<file path="src/tccs_pkg.sv">
// tccs_pkg: shared types and constants of the text console engine
// no dependencies
package tccs_pkg;

  localparam int unsigned COLUMNS_DEF = 80;
  localparam int unsigned ROWS_DEF    = 25;

  localparam int unsigned ROW_W  = 5;
  localparam int unsigned COL_W  = 7;
  localparam int unsigned CHAR_W = 8;
  localparam int unsigned CELL_W = 16;
  localparam int unsigned IN_W   = 32;
  localparam int unsigned OUT_W  = 32;
  localparam int unsigned CFG_IDX_W  = 2;
  localparam int unsigned CFG_DATA_W = 5;

  // register indexes
  localparam logic [CFG_IDX_W-1:0] REG_FG  = 2'd0;
  localparam logic [CFG_IDX_W-1:0] REG_BG  = 2'd1;
  localparam logic [CFG_IDX_W-1:0] REG_TOP = 2'd2;

  // input action codes
  localparam logic [2:0] ACT_PUT  = 3'd0;
  localparam logic [2:0] ACT_MOVE = 3'd1;
  localparam logic [2:0] ACT_CLS  = 3'd2;
  localparam logic [2:0] ACT_CLR  = 3'd3;
  localparam logic [2:0] ACT_READ = 3'd4;

  localparam logic [CHAR_W-1:0] CH_NEWLINE   = 8'd10;
  localparam logic [CHAR_W-1:0] CH_RETURN    = 8'd13;
  localparam logic [CHAR_W-1:0] CH_BACKSPACE = 8'd8;
  localparam logic [CHAR_W-1:0] CH_SPACE     = 8'd32;

  localparam logic [3:0] FG_RESET = 4'd7;
  localparam logic [3:0] BG_RESET = 4'd0;
  localparam logic [CELL_W-1:0] CELL_RESET = {BG_RESET, FG_RESET, CH_SPACE};

  // classified command kinds
  localparam logic [3:0] K_NOP   = 4'd0;
  localparam logic [3:0] K_PRINT = 4'd1;
  localparam logic [3:0] K_NL    = 4'd2;
  localparam logic [3:0] K_CR    = 4'd3;
  localparam logic [3:0] K_BS    = 4'd4;
  localparam logic [3:0] K_MOVE  = 4'd5;
  localparam logic [3:0] K_CLS   = 4'd6;
  localparam logic [3:0] K_CLR   = 4'd7;
  localparam logic [3:0] K_READ  = 4'd8;

  typedef struct packed {
    logic [3:0]        kind;
    logic [CHAR_W-1:0] ch;
    logic [ROW_W-1:0]  row;
    logic [COL_W-1:0]  col;
    logic [ROW_W-1:0]  row2;
  } cmd_t;

endpackage

</file>
<file path="src/tccs_front.sv">
// tccs_front: accepts input words, classifies and clamps them, two-entry queue
// depends on tccs_pkg
module tccs_front #(
  parameter int unsigned COLUMNS = tccs_pkg::COLUMNS_DEF,
  parameter int unsigned ROWS    = tccs_pkg::ROWS_DEF
) (
  input  logic                      clk,
  input  logic                      rst_n,
  input  logic                      in_tvalid,
  output logic                      in_tready,
  input  logic [tccs_pkg::IN_W-1:0] in_tdata,
  input  logic                      hold,
  input  logic                      pop,
  output logic                      q_valid,
  output tccs_pkg::cmd_t            q_cmd
);

  localparam logic [tccs_pkg::ROW_W-1:0] ROW_MAX = tccs_pkg::ROW_W'(ROWS - 1);
  localparam logic [tccs_pkg::COL_W-1:0] COL_MAX = tccs_pkg::COL_W'(COLUMNS - 1);

  logic [2:0]                  act;
  logic [tccs_pkg::CHAR_W-1:0] ch;
  logic [tccs_pkg::ROW_W-1:0]  trow, brow, brow_c;
  logic [tccs_pkg::COL_W-1:0]  tcol;
  tccs_pkg::cmd_t              cmd;

  tccs_pkg::cmd_t mem_r [2];
  logic           wp_r, rp_r;
  logic [1:0]     cnt_r;
  logic           push;

  assign act  = in_tdata[2:0];
  assign ch   = in_tdata[10:3];
  assign trow = in_tdata[15:11];
  assign tcol = in_tdata[22:16];
  assign brow = in_tdata[27:23];
  assign brow_c = (brow > ROW_MAX) ? ROW_MAX : brow;

  always_comb begin
    cmd.ch   = ch;
    cmd.row  = (trow > ROW_MAX) ? ROW_MAX : trow;
    cmd.col  = (tcol > COL_MAX) ? COL_MAX : tcol;
    cmd.row2 = brow_c;
    case (act)
      tccs_pkg::ACT_PUT: begin
        if (ch == tccs_pkg::CH_NEWLINE) cmd.kind = tccs_pkg::K_NL;
        else if (ch == tccs_pkg::CH_RETURN) cmd.kind = tccs_pkg::K_CR;
        else if (ch == tccs_pkg::CH_BACKSPACE) cmd.kind = tccs_pkg::K_BS;
        else cmd.kind = tccs_pkg::K_PRINT;
      end
      tccs_pkg::ACT_MOVE: cmd.kind = tccs_pkg::K_MOVE;
      tccs_pkg::ACT_CLS:  cmd.kind = tccs_pkg::K_CLS;
      // empty range when first row lies below the clamped last row
      tccs_pkg::ACT_CLR:  cmd.kind = (brow_c >= trow) ? tccs_pkg::K_CLR : tccs_pkg::K_NOP;
      tccs_pkg::ACT_READ: cmd.kind = tccs_pkg::K_READ;
      default:            cmd.kind = tccs_pkg::K_NOP;
    endcase
  end

  assign in_tready = (cnt_r != 2'd2) && !hold;
  assign push      = in_tvalid && in_tready;
  assign q_valid   = (cnt_r != 2'd0);
  assign q_cmd     = mem_r[rp_r];

  always_ff @(posedge clk) begin
    if (push) begin
      mem_r[wp_r] <= cmd;
    end
    if (!rst_n) begin
      wp_r  <= 1'b0;
      rp_r  <= 1'b0;
      cnt_r <= 2'd0;
    end else begin
      if (push) wp_r <= ~wp_r;
      if (pop)  rp_r <= ~rp_r;
      cnt_r <= cnt_r + {1'b0, push} - {1'b0, pop};
    end
  end

endmodule

</file>
<file path="config.mk">
export PLATFORM = sky130hd
export DESIGN_NAME = tccs_front
export DESIGN_NICKNAME = d
export VERILOG_FILES = /design/src/tccs_pkg.sv /design/src/tccs_front.sv
export SDC_FILE = /design/constraint.sdc
export NUM_CORES = 1
export LEC_CHECK = 0
export BUFFER_PORTS_ARGS = -buffer_cell sky130_fd_sc_hd__clkbuf_2
export CORE_MARGIN = 5
export CORE_UTILIZATION = 25
export DETAILED_ROUTE_END_ITERATION = 10
export GPL_TIMING_DRIVEN = 0
export MAX_ROUTING_LAYER = met4
export PLACE_DENSITY = 0.53
export SLEW_MARGIN = 30
export SYNTH_ARGS = -nofsm -noshare
export SYNTH_HDL_FRONTEND = slang
export SYNTH_SLANG_ARGS = --single-unit
</file>
<file path="constraint.sdc">
create_clock -name clk -period 7.8 [get_ports clk]
set_input_delay 1.95 -clock clk [delete_from_list [all_inputs] [get_ports clk]]
set_output_delay 1.95 -clock clk [all_outputs]
set_load 0.005 [all_outputs]
</file>
==> out/results.tsv, run 1 <==
stage	metric	value	unit
outcome	status	finished, final reports clean	
cts	CTS buffer count	9	
cts	Post-CTS Setup Bufs	0	
place	GPL Wtd Cong	0.730	
global_routing	vias in the first global route	1674	
die	DIE HEIGHT	113	um
worst_setup_path	crit path from	hold	
logic_synthesis	Syn. warnings	0	
die	Die ar.	12800	sq um
cts	hold_buf cts	0	
routing	wire length per cell	13.7	um
pwr	PwrDens	220	nW/um^2
worst_setup_path	cell family with most CP delay	buffers and inverters	
logic_synthesis	post-synthesis cell type count	31	
routing	DRT iter0 DRCs	47	
pwr	Peak VDD IR	0.0813	mV
die	Initial Util	25.7	%
layout	share of cells above drive strength 1	47.2	%
sta	Total Neg Setup Slack	0	ns
sta	RSZ-0062 raised after global routing	no	
logic_synthesis	Yosys reg bits	63	
logic_synthesis	Syn Inst Count	167	
logic_synthesis	sequential fraction of the synthesis area	69.0	%
cts	Sink Count	63	
sta	fmax	234	MHz
layout	antenna cell count	0	
worst_setup_path	CP max FO	2	
worst_setup_path	Worst R2R Start	cnt_r[1]	
layout	Fill cells	1069	
worst_setup_path	Crit path arrival time	2.33	ns
global_routing	global-route wire length before repair	8540	um
worst_setup_path	Worst Setup Start Kind	input port	
worst_setup_path	WP buf/inv	2	
die	Core Area	10400	sq um
logic_synthesis	mapped cell area	2670	sq um
cts	clock transition at the registers of the reported paths	0.07	ns
pwr	Pwr Total	0.000745	W
die	Ports	68	
logic_synthesis	adder and majority cell fraction of the synthesized area	3.28	%
sta	Tightest Pin Transition	0.554	ns
cts	post_cts resized	0	
cts	H-tree depth	3	
global_routing	total global-route track usage	9.05	%
layout	register area	1840	sq um
die	row cnt	37	
job	Max Cap Viol	0	
logic_synthesis	Post-Synth Simple-Gate Area	7.36	%
logic_synthesis	post-synthesis compound-gate area fraction	4.41	%
cts	root buffer cell	clkbuf_8	
global_routing	Remaining Overflow, GRT	0	
sta	slew margin rel.	62.7	%
worst_setup_path	crit path cell chain	clkbuf_2 > a21oi_1 > clkbuf_2	
layout	most frequent cells in the layout	clkbuf_2, edfxtp_1, mux2_2	
cts	TritonCTS clock tree	built	
worst_setup_path	Setup crit end kind	output pin	
routing	Vias/cell	4.09	
pwr	Leakage	1.29	nW
routing	Routed WL	5260	um
layout	Final nets	287	
layout	Area Growth Syn to Fin	26.9	%
global_routing	initial antenna violation count	0	
worst_hold_path	Hold Path Origin	rp_r	
worst_setup_path	Slowest-stage cell, CP	a21oi_1	
routing	Via Count	1569	
sta	Fin Clk Skew	0.0121	ns
global_routing	largest net degree at the start of global routing	20	
place	count of input and output buffers	63	
logic_synthesis	mux cell area share after synthesis	12.2	%
layout	most common cell after layout, fill and taps aside	clkbuf_2	
logic_synthesis	Syn Area/Cell	16.0	sq um
worst_setup_path	Crit Path Class	in -> out	
routing	drt first pass iters	4	
logic_synthesis	largest family of logic cells by synthesized area	multiplexers	
place	post-DP HPWL	3990	um
sta	fin. max-slew vios	0	
sta	crit path time final	4.28	ns
worst_setup_path	max incr delay on CP	0.15	ns
worst_setup_path	Worst EP required	5.85	ns
cts	clock latency on the worst-skew pair	0.33	ns
die	chip width	113	um
sta	Hold Vio Cnt, Final	0	
worst_hold_path	Min-Delay Path Class	reg -> reg	
layout	area occupied by multi-input gates	763	sq um
logic_synthesis	Synthesized Nets	211	
routing	post-route ant nets	0	
routing	DR DRC count	0	
worst_setup_path	most used cell, CP	clkbuf_2	
logic_synthesis	Synth Area in XOR/XNOR	0.985	%
sta	Tcrit/Tclk final	54.8	%
sta	setup violators final	0	
cts	Clock Path Buffers	2	
## final cells by class
type                       instances  area share, %
clock buffer                      12           4.29
timing repair buffer              65           10.9
multi-input combinational         87           22.5
sequential                        63           54.4
buffer                             8           1.15
clock inverter                     4          0.702
inverter                           9          0.997
tap                              136           5.02
## metrics by stage
stage	instances	worst slack (ns)	cell area, sq um	util (%)	hold slack [ns]
floorplan	167	3.75	2670	-	0.553
global route	384	3.50	3390	32.7	0.630
finish	384	3.52	3390	32.7	0.582
CTS	384	3.52	3390	32.7	0.590
detailed placement	368	3.52	3220	31.0	0.577
global placement	366	2.93	3150	30.4	0.570
## power breakdown
group          total (W)  switching, W  internal [W]
sequential      0.000398    0.00000586      0.000392
clock           0.000240      0.000117      0.000123
combinational   0.000107     0.0000532     0.0000540
## worst min-delay path, delay by kind of cell, from the launching register on
family	cells	cell delay [ns]
flip-flops	1	0.33
AND/OR/NAND/NOR	1	0.14
XOR/XNOR	1	0.07
## path summary, 6_finish.rpt
path	slack (ns)	end	cells past startpoint
max	3.52	in_tready	3
min	0.58	rp_r	2
max reg2reg	6.05	cnt_r[1]	8
min reg2reg	0.58	rp_r	2
## logic make-up after synthesis
logic type / after synthesis
DFF: 63
and+or+nand+nor: 32
adders and majority gates: 7
xor gates and xnor gates: 3
buffers and inverters: 17
muxes: 29
AOI/OAI and AO/OA: 16
## cell usage after synthesis
master	instances	area, sq um
a211oi_1	1	7.51
a21boi_0	1	7.51
a21oi_1	6	30.0
a221oi_2	1	15.0
and2_1	7	43.8
and2_2	1	7.51
and3_1	1	6.26
buf_2	1	5.00
buf_4	2	15.0
clkbuf_1	5	18.8
dfxtp_1	5	100
edfxtp_1	58	1740
ha_1	7	87.6
inv_1	9	33.8
mux2_2	29	327
nand2_1	5	18.8
nand2b_1	7	43.8
nand3b_1	1	7.51
nand4b_1	1	8.76
nor2_1	4	15.0
nor2b_1	3	18.8
nor3_1	1	5.00
nor4_4	1	21.3
o211ai_1	1	7.51
o21a_1	2	15.0
o21ai_0	1	5.00
o21ai_1	1	5.00
o32ai_1	1	8.76
o32ai_2	1	16.3
xnor2_1	2	17.5
xor2_1	1	8.76
## sequential cells by signal, summed over array words and instances, names as in the netlist, named ones only
name   cells
cnt_r      2
mem_r     58
rp_r       1
wp_r       1
## layer usage
metal	track usage (%)	up-vias	wire (um)
met5	-	-	0
met1	10.4	756	2280
met4	2.88	0	46
met3	3.80	7	289
met2	14.4	37	2640
li1	-	769	-
Note: power is estimated with default switching activity, not from simulation.
==> run 2: changes to the inputs <==
PLACE_DENSITY = 0.54   (was 0.53)
clock period = 3.7 ns   (was 7.8 ns; I/O delays follow)
==> run 2 against run 1 <==
  * Largest power group unchanged
  * Final area is 0.63% higher
  * Clock power up 140%
  * Core utilization is 0.21 points higher
  * Critical path depth rose by 1
  * Highest routed layer unchanged
  * Cell count unchanged
  * First-iteration DRC count decreased by 13%
  * Critical endpoint is now q_cmd[25]
  * Setup slack got worse by 2.3 ns
  * Register-to-register slack worse by 4.1 ns
==> out/results.tsv, run 2 (synthesized netlist as in run 1, its figures left out) <==
stage	metric	value	unit
global_routing	Remaining Overflow, GRT	0	
outcome	status	finished, final reports clean	
place	post-DP HPWL	4080	um
layout	Biggest register	mem_r	
routing	DR DRC count	0	
die	chip width	113	um
routing	Vias/cell	4.08	
sta	Hold Vio Cnt, Final	0	
layout	Area Growth Syn to Fin	27.7	%
worst_setup_path	Crit path arrival time	1.59	ns
worst_setup_path	Worst Setup Start Kind	flip-flop	
pwr	PwrDens	480	nW/um^2
global_routing	largest net degree at the start of global routing	21	
sta	RSZ-0062 raised after global routing	no	
cts	clock transition at the registers of the reported paths	0.07	ns
global_routing	global-route wire length before repair	8830	um
cts	root buffer cell	clkbuf_8	
cts	Post-CTS Setup Bufs	0	
routing	Routed WL	5540	um
routing	wire length per cell	14.4	um
die	Ports	68	
sta	Tcrit/Tclk final	68.1	%
layout	Final nets	287	
place	Area after DPL	3220	sq um
layout	antenna cell count	0	
sta	fin. max-slew vios	0	
worst_setup_path	Setup crit end kind	output pin	
layout	most common cell after layout, fill and taps aside	clkbuf_2	
worst_setup_path	CP max FO	10	
routing	drt first pass iters	4	
layout	Final Instance Area	3410	sq um
cts	H-tree depth	3	
cts	Sink Count	63	
cts	post_cts resized	0	
place	count of input and output buffers	63	
job	Max Cap Viol	0	
routing	Via Count	1565	
die	row cnt	37	
global_routing	initial antenna violation count	0	
sta	slew margin rel.	60.6	%
cts	CTS buffer count	9	
layout	top flop regs	mem_r (58), cnt_r (2)	
layout	most frequent cells in the layout	clkbuf_2, edfxtp_1, mux2_2	
die	Initial Util	25.7	%
sta	Tightest Pin Transition	0.585	ns
sta	fmax	397	MHz
cts	TritonCTS clock tree	built	
layout	share of cells above drive strength 1	47.6	%
cts	hold_buf cts	0	
die	DIE HEIGHT	113	um
sta	Fin Clk Skew	0.0106	ns
place	GPL Wtd Cong	0.702	
worst_setup_path	Crit Path Class	reg -> out	
die	Core Area	10400	sq um
global_routing	vias in the first global route	1666	
layout	max reg flops	58	
cts	clock latency on the worst-skew pair	0.33	ns
sta	crit path time final	2.52	ns
sta	Total Neg Setup Slack	0	ns
die	Die ar.	12800	sq um
routing	post-route ant nets	0	
worst_setup_path	Worst EP required	2.77	ns
cts	Clock Path Buffers	2	
routing	DRT iter0 DRCs	41	
sta	setup violators final	0	
worst_hold_path	Min-Delay Path Class	reg -> reg	
pwr	Peak VDD IR	0.172	mV
pwr	Leakage	1.29	nW
global_routing	total global-route track usage	9.46	%
## run 2: changes by cell type in the layout (fill, tap and decap cells not counted)
cell / change
bufinv_16: +1
clkbuf_1: -1
clkbuf_8: -1
clkinv_2: -1
clkinv_4: -1
clkinvlp_4: +3
## run 2: final cells by class
cell class	instances	area, sq um
Inverter	9	33.8
Clock buffer	10	128
Sequential cell	63	1840
Clock inverter	6	62.6
Multi-Input combinational cell	87	763
Fill cell	1054	6960
Tap cell	136	170
Buffer	8	38.8
Timing Repair Buffer	65	370
## run 2: path summary, 6_finish.rpt
| path | from | to | slack [ns] | cells past startpoint |
|---|---|---|---|---|
| setup / recovery | flip-flop | q_cmd[25] | 1.18 | 4 |
| hold / removal | rp_r | flip-flop | 0.58 | 2 |
| setup reg to reg | cnt_r[1] | cnt_r[1] | 1.92 | 8 |
| hold reg to reg | rp_r | flip-flop | 0.58 | 2 |
## run 2: metrics by stage
stage	hold WS (ns)	total power (W)	setup WS, ns	utilization [%]	std cells
3_5_place_dp	0.577	0.00109	0.998	31.0	368
6_report	0.584	0.00164	1.18	32.9	384
3_3_place_gp	0.569	0.00107	-0.126	30.4	366
2_1_floorplan	0.553	0.000977	0.928	-	167
5_1_grt	0.597	0.00173	1.08	32.9	384
4_1_cts	0.585	0.00167	1.13	32.9	384
## run 2: metal layers
metal,vias up,GRT usage (%),part of all wire [%]
li1,771,-,-
met1,748,11.5,46
met2,40,14.3,47
met3,6,3.21,6.0
met4,0,4.09,1.1
met5,-,-,0
## run 2: where the power goes
part / switching (W) / total [W] / internal (W)
clock: 0.000264 / 0.000573 / 0.000309
combinational: 0.000113 / 0.000227 / 0.000114
sequential: 0.0000129 / 0.000838 / 0.000826
## run 2: worst max-delay path, stage by stage, from the launching register on
cell      delay (ns)
dfxtp_1         0.33
buf_4           0.20
buf_4           0.24
mux2_2          0.36
clkbuf_2        0.12
